File: src/epoch_cal_pkg.sv
// Constants, types and helpers shared by the epoch seconds to calendar converter.
package epoch_cal_pkg;

  // Port types of the request and the result
  typedef logic [31:0] secs_t;
  typedef logic [11:0] year_t;
  typedef logic [3:0]  month_t;
  typedef logic [4:0]  day_t;
  typedef logic [4:0]  hour_t;
  typedef logic [5:0]  minute_t;
  typedef logic [5:0]  second_t;
  typedef logic [2:0]  wday_t;

  // Whole days and remainder: days = (secs >> 7) * DAY_MAGIC >> DAY_SHIFT, exact below 2^32
  localparam logic [25:0] DAY_MAGIC    = 26'd50903317;
  localparam int          DAY_SHIFT    = 35;
  localparam logic [16:0] SECS_PER_DAY = 17'd86400;

  // Hour of day: (rem >> 4) * HOUR_MAGIC >> 20, exact below 86400
  localparam logic [12:0] HOUR_MAGIC    = 13'd4661;
  localparam logic [11:0] SECS_PER_HOUR = 12'd3600;

  // Minute of hour: (rem >> 2) * MIN_MAGIC >> 14, exact below 3600
  localparam logic [10:0] MIN_MAGIC    = 11'd1093;
  localparam logic [5:0]  SECS_PER_MIN = 6'd60;

  // Weekday: (days + 4) mod 7, quotient by WDAY_MAGIC >> 19, exact below 2^16
  localparam logic [15:0] WDAY_OFFSET   = 16'd4;
  localparam logic [16:0] WDAY_MAGIC    = 17'd74899;
  localparam logic [15:0] DAYS_PER_WEEK = 16'd7;

  // Four-year cycles counted from 1968-01-01, a leap year
  localparam logic [15:0] EPOCH_OFFSET = 16'd731;   // days from 1968-01-01 to 1970-01-01
  localparam logic [15:0] SKIP_DAY     = 16'd48272; // 2100-03-01: 2100 has no 29 February
  localparam logic [15:0] CYC_MAGIC    = 16'd45934; // quotient by 1461 is product >> 26
  localparam logic [10:0] CYCLE_DAYS   = 11'd1461;
  localparam logic [11:0] BASE_YEAR    = 12'd1968;

  // First day of each year within a four-year cycle
  localparam logic [10:0] YEAR_START [4] = '{11'd0, 11'd366, 11'd731, 11'd1096};

  // First day of each month in a common year
  localparam logic [8:0] MONTH_START [12] = '{
    9'd0,   9'd31,  9'd59,  9'd90,  9'd120, 9'd151,
    9'd181, 9'd212, 9'd243, 9'd273, 9'd304, 9'd334
  };

  // Day of year on which a month begins, March onwards shifted by one in a leap year
  function automatic logic [8:0] month_start(input logic [3:0] idx, input logic leap);
    logic [8:0] base;
    base = MONTH_START[idx];
    if (leap && (idx >= 4'd2)) begin
      base = base + 9'd1;
    end
    return base;
  endfunction

endpackage

File: src/epoch_seconds_to_calendar_top.sv
// An accepted request (start high, busy low) runs through the register stages to the done strobe.
// Throughput: one request per cycle; busy stays low, the results leave in request order.
// Every stage takes a new request each cycle, so the 11 register stages set the latency only.
// Reset (rst, synchronous, active high) clears the stage valid bits; no request is in flight.
// Results are shown for one cycle only, since the receiver cannot stall.
module epoch_seconds_to_calendar_top (
  input  logic                    clk,
  input  logic                    rst,
  input  logic                    start,
  output logic                    busy,
  input  epoch_cal_pkg::secs_t    epoch_seconds,
  output logic                    done,
  output epoch_cal_pkg::year_t    cal_year,
  output epoch_cal_pkg::month_t   cal_month,
  output epoch_cal_pkg::day_t     cal_day,
  output epoch_cal_pkg::hour_t    cal_hour,
  output epoch_cal_pkg::minute_t  cal_minute,
  output epoch_cal_pkg::second_t  cal_second,
  output epoch_cal_pkg::wday_t    day_of_week
);
  import epoch_cal_pkg::*;

  localparam int LAT = 11;

  logic [LAT-1:0] vld;

  // stage registers
  logic [31:0] secs1, secs2, secs3, secs4;
  logic [50:0] pday2;
  logic [15:0] days3;
  logic [31:0] dsec4;
  logic [31:0] wprod4;
  logic [15:0] wn4, wn5;
  logic [15:0] adj4, adj5, adj6, adj7;
  logic [16:0] rem5, rem6, rem7;
  logic [12:0] wq5;
  logic [31:0] cprod5;
  logic [24:0] hprod6;
  logic [2:0]  wd6, wd7, wd8, wd9, wd10;
  logic [5:0]  c6, c7, c8;
  logic [4:0]  hour7, hour8, hour9, hour10;
  logic [15:0] cdays7;
  logic [11:0] remhr8, remhr9, remhr10;
  logic [10:0] r8;
  logic [19:0] mprod9;
  logic [11:0] year9, year10;
  logic [8:0]  doy9, doy10;
  logic        leap9, leap10;
  logic [5:0]  min10;
  logic [3:0]  mon10;

  // combinational helpers
  logic [31:0] dsec_full;
  logic [15:0] wn_c;
  logic [15:0] dp_c;
  logic [16:0] hsec_c;
  logic [1:0]  yq_c;
  logic [10:0] ydoy_c;
  logic [11:0] year_c;
  logic [3:0]  mon_c;
  logic [11:0] msec_c;
  logic [8:0]  dstart_c;

  assign busy = 1'b0;
  assign done = vld[LAT-1];

  // Advance the valid bits with the requests
  always_ff @(posedge clk) begin
    if (rst) begin
      vld <= '0;
    end else begin
      vld <= {vld[LAT-2:0], start & ~busy};
    end
  end

  // Split into days, and a four-year cycle origin for the year search
  always_comb begin
    dsec_full = 32'(days3) * 32'(SECS_PER_DAY);
    wn_c      = days3 + WDAY_OFFSET;
    dp_c      = days3 + EPOCH_OFFSET;
    hsec_c    = 17'(hour7) * 17'(SECS_PER_HOUR);
  end

  // Pick the year within the cycle and its day of year
  always_comb begin
    yq_c   = 2'd0;
    ydoy_c = r8;
    for (int i = 1; i < 4; i++) begin
      if (r8 >= YEAR_START[i]) begin
        yq_c   = 2'(i);
        ydoy_c = r8 - YEAR_START[i];
      end
    end
    year_c = BASE_YEAR + 12'({c8, 2'b00}) + 12'(yq_c);
  end

  // Find the month: last month whose first day is not after the day of year
  always_comb begin
    mon_c = 4'd1;
    for (int i = 1; i < 12; i++) begin
      if (doy9 >= month_start(4'(i), leap9)) begin
        mon_c = 4'(i + 1);
      end
    end
    msec_c   = 12'(min10) * 12'(SECS_PER_MIN);
    dstart_c = month_start(mon10 - 4'd1, leap10);
  end

  // Pipeline data path
  always_ff @(posedge clk) begin
    // stage 1: capture the request
    secs1 <= epoch_seconds;

    // stage 2: day quotient product
    pday2 <= 51'(secs1[31:7]) * 51'(DAY_MAGIC);
    secs2 <= secs1;

    // stage 3: whole days
    days3 <= pday2[50:35];
    secs3 <= secs2;

    // stage 4: seconds in whole days, weekday product, cycle-origin day count
    dsec4  <= dsec_full;
    secs4  <= secs3;
    wn4    <= wn_c;
    wprod4 <= 32'(wn_c) * 32'(WDAY_MAGIC);
    adj4   <= dp_c + 16'(dp_c >= SKIP_DAY);

    // stage 5: seconds of day, weekday quotient, cycle product
    rem5   <= 17'(secs4 - dsec4);
    wq5    <= wprod4[31:19];
    wn5    <= wn4;
    cprod5 <= 32'(adj4) * 32'(CYC_MAGIC);
    adj5   <= adj4;

    // stage 6: hour product, weekday, cycle count
    hprod6 <= 25'(rem5[16:4]) * 25'(HOUR_MAGIC);
    rem6   <= rem5;
    wd6    <= 3'(wn5 - 16'(wq5) * DAYS_PER_WEEK);
    c6     <= cprod5[31:26];
    adj6   <= adj5;

    // stage 7: hour, days in whole cycles
    hour7  <= hprod6[24:20];
    rem7   <= rem6;
    wd7    <= wd6;
    cdays7 <= 16'(c6) * 16'(CYCLE_DAYS);
    c7     <= c6;
    adj7   <= adj6;

    // stage 8: seconds of hour, day within the cycle
    remhr8 <= 12'(rem7 - hsec_c);
    hour8  <= hour7;
    wd8    <= wd7;
    r8     <= 11'(adj7 - cdays7);
    c8     <= c7;

    // stage 9: minute product, year and day of year
    mprod9 <= 20'(remhr8[11:2]) * 20'(MIN_MAGIC);
    remhr9 <= remhr8;
    hour9  <= hour8;
    wd9    <= wd8;
    year9  <= year_c;
    doy9   <= 9'(ydoy_c);
    leap9  <= (yq_c == 2'd0);

    // stage 10: minute, month
    min10   <= mprod9[19:14];
    remhr10 <= remhr9;
    hour10  <= hour9;
    wd10    <= wd9;
    year10  <= year9;
    doy10   <= doy9;
    leap10  <= leap9;
    mon10   <= mon_c;

    // stage 11: result registers
    cal_second  <= 6'(remhr10 - msec_c);
    cal_minute  <= min10;
    cal_hour    <= hour10;
    day_of_week <= wd10;
    cal_year    <= year10;
    cal_month   <= mon10;
    cal_day     <= 5'(doy10 - dstart_c + 9'd1);
  end

  // Each result follows its request by the pipeline latency
  a_done_latency: assert property (@(posedge clk) disable iff (rst)
    done |-> $past(start && !busy, LAT))
    else $error("result strobe without a matching request");

  // Time of day fields stay in range
  a_time_range: assert property (@(posedge clk) disable iff (rst)
    done |-> (cal_hour < 5'd24) && (cal_minute < 6'd60) && (cal_second < 6'd60))
    else $error("time of day out of range");

  // Date fields stay in range
  a_date_range: assert property (@(posedge clk) disable iff (rst)
    done |-> (cal_month >= 4'd1) && (cal_month <= 4'd12) && (cal_day >= 5'd1) &&
             (day_of_week <= 3'd6) && (cal_year >= 12'd1970) && (cal_year <= 12'd2106))
    else $error("date out of range");

  // February never runs past the 29th
  a_feb_len: assert property (@(posedge clk) disable iff (rst)
    (done && (cal_month == 4'd2)) |-> (cal_day <= 5'd29))
    else $error("February day out of range");

endmodule
File: config.mk
export PLATFORM = sky130hd
export DESIGN_NAME = epoch_seconds_to_calendar_top
export DESIGN_NICKNAME = d
export VERILOG_FILES = /design/src/epoch_cal_pkg.sv /design/src/epoch_seconds_to_calendar_top.sv
export SDC_FILE = /design/constraint.sdc
export NUM_CORES = 2
export LEC_CHECK = 0
export CORE_MARGIN = 2
export CORE_UTILIZATION = 50
export DETAILED_ROUTE_END_ITERATION = 16
export DONT_BUFFER_PORTS = 1
export GPL_ROUTABILITY_DRIVEN = 0
export GPL_TIMING_DRIVEN = 0
export PLACE_DENSITY = 0.69
export SETUP_SLACK_MARGIN = 0.4
export SYNTH_ARGS = -nofsm -noshare
export SYNTH_HDL_FRONTEND = slang
export SYNTH_SLANG_ARGS = --single-unit
export TNS_END_PERCENT = 30
File: constraint.sdc
create_clock -name clk -period 9.1 [get_ports clk]
set_input_delay 1.82 -clock clk [delete_from_list [all_inputs] [get_ports clk]]
set_output_delay 1.82 -clock clk [all_outputs]
set_load 0.05 [all_outputs]
==> impl_results.md <==
- Fillers: 5841
- Fin area: about 37000 um^2
- Io pins: approximately 80
- Number of global-route vias before repair: 21372
- Reg clk slew, reported paths: 0.06 ns
- Largest net degree at the start of global routing: 15
- Final Skew: 0.01074 ns
- Slew Limit Fails: 0
- Layout cell share with drive strength beyond 1: 3.546%
- Clk sink count: 439
- Seq/Total Area, Yosys: 26.09%
- Status: complete, no violations
- Tot GR Track Use: 18.59%
- Max_cap viols: 0
- Number of flops mapped to enable cells by yosys: 0
- Most used flip-flop cell after synthesis: dfxtp_1
- WHS: 0.3191 ns
- RSZ-0062 raised after global routing: false
- H-tree Lvls: 2
- F_max: 139.3 MHz
- Mapped Area: about 34000 um^2
- Reg area: 8788 um^2
- Worst-Skew Late Latency: 0.59 ns
- Worst-path maximum fanout: 9
- CORE AREA: between 60000 and 70000 um^2
- Final setup fails: 0
- # nets final: 4353
- Hold Crit Class: reg -> reg
- DR vias/cell: 4.872
- FF+latch count, synth: 439
- I/O Buffers: 0
- Mean post-synth cell area: 10.68 um^2
- Least-Margin Pin Slew: 0.8807 ns
- Min Clock Period, post-route: 7.178 ns
- Slew Limit Headroom: between 40% and 50%
- DIE AREA: 69450 um^2
- Area growth syn-to-layout: 8.500%
- R2r setup slk: ~1.9 ns
- Worst Path Arrival: roughly 7.7 ns
- Post-CTS sizing: 0
- # DRC: 0
- Reg-to-Reg Start: secs1[15]$_DFF_P_
- Setup TNS: 0 ns
- Crit. Startpoint: secs1[15]$_DFF_P_
- Hold bufs inserted after CTS: 0
- Post-synth cell types: 70
- Setup Fix Bufs, Post-CTS: 0
- Post-Syn Nets: roughly 4300
- Warnings, synthesis: 0
- Wire length of the first global-routing pass: 104.5 mm
- Cell Area, Placed: roughly 35000 um^2
- CP required: between 9 and 10 ns
- Antenna Cells: 0
- Clk buf depth: 3
- Detailed placer's ending HPWL: 49.07 mm
- Starting Density: about half
- Initial antenna violation count: 1
- Die W: ~260 um
- Most frequent cells in the layout: 804 x inv_1, 732 x ha_1, 439 x dfxtp_1, 381 x fa_1, 111 x xnor2_1
- Critical path endpoint category: register
- TritonCTS clock tree: built
- Syn Inst Count: 3154
- Startpoint types: register
- Via count: 20053
- Area occupied by multi-input gates: 21780 um^2
- Core Rows: 95
- Drt wl/cell: 14.54 um
- Period utilisation layout: 78.88%
- CTS Root Cell: clkbuf_16
- Final hold vios: 0
- Leading cell type in the layout, fill and taps excluded: inv_1
- Hold path start: adj6[4]$_DFF_P_
- Post-route ant nets: 0
- Gr ovfl total: 0
- Die Ht: 263.5 um
- Num CTS Buffers: a little under 50
- CP Class: reg -> reg
- Iteration count of the initial detailed-routing pass: 6
- Fraction of registers with async set/reset: 0%
- Initial DRC Count: 778
- Total routed wirelength: 59.86 mm
==> registers in the layout, indices dropped and copies added, names as in the netlist, 12 cells and up <==
name and count:
secs4 17, remhr8 12, days3 16, secs1 32, pday2 18, secs3 17, adj4 16, rem5 17
secs2 15, rem7 12
==> layer usage <==
layer | wire length, um | GRT usage, % | vias to the layer above
li1 | - | - | 10107
met1 | 26390 | 23.58 | 9552
met2 | 29470 | 32.95 | 316
met3 | 2585 | 2.825 | 78
met4 | 1411 | 4.942 | 0
met5 | 0 | 0 | -
==> critical path: stages, from the launching register on <==
cell and delay [ns]:
dfxtp_1 0.83, inv_1 0.37, ha_1 0.39, inv_1 0.16
ha_1 0.17, inv_1 0.05, fa_1 0.47, inv_1 0.04
ha_1 0.27, inv_1 0.05, fa_1 0.47, inv_1 0.06
fa_1 0.53, inv_1 0.08, fa_1 0.54, inv_1 0.05
ha_1 0.33, a21oi_1 0.16, nor2_1 0.05, a211oi_1 0.41
o21ai_0 0.21, a211oi_1 0.59, a211oi_1 0.17, a221oi_2 0.31
a21oi_1 0.13, xor2_1 0.17
==> cells by family (layout without fill, tap and decap cells) <==
kind of cell | after synthesis | in the layout | share of synthesized area [%]
AOI/OAI and AO/OA | 304 | 304 | 5.844
other | 1 | 1 | 0.01113
muxes | 6 | 6 | 0.1820
and+or+nand+nor | 306 | 306 | 4.655
buffers and inverters | 826 | 915 | 9.243
xor gates and xnor gates | 159 | 159 | 4.135
adders and majority gates | 1113 | 1113 | 49.84
DFF | 439 | 439 | 26.09
==> synthesized netlist by cell type, drive strengths merged (41+ instances only) <==
master  instances  area, um^2
nand2          65       244.0
inv           804        3018
dfxtp         439        8788
xor2           48       420.4
a21o           41       307.8
o21ai          65       329.1
fa            381        7627
ha            732        9159
a21oi         102       529.3
xnor2         111       972.2
nor2           66       247.7
==> per-stage QoR <==
step | instances | setup slack, ns | util (%)
global route | 4116 | 1.593 | 54.61
detailed placement | 4027 | 2.018 | 51.96
finish | 4116 | 1.922 | 54.61
floorplan | 3154 | 2.970 | -
CTS | 4116 | 2.018 | 54.61
global placement | 4027 | 2.073 | 51.96
==> area by class of cell <==
type	count	share of cell area [%]
plain buffers	22	0.2602
clock buffers	60	3.746
clock inverters	29	1.099
inverters	804	8.258
multi-input cells	1889	59.60
flip-flops and latches	439	24.05
well taps	873	2.989
==> final timing paths <==
check / cells past startpoint / endpoint
setup reg to reg: 25 / pday2[49]$_DFF_P_
hold / removal: 0 / adj7[4]$_DFF_P_
setup / recovery: 25 / pday2[49]$_DFF_P_
hold reg to reg: 0 / adj7[4]$_DFF_P_
Power is left out: the tool's default activity adds up to more than one toggle a clock period on the data nets, which glitch-free logic cannot reach.
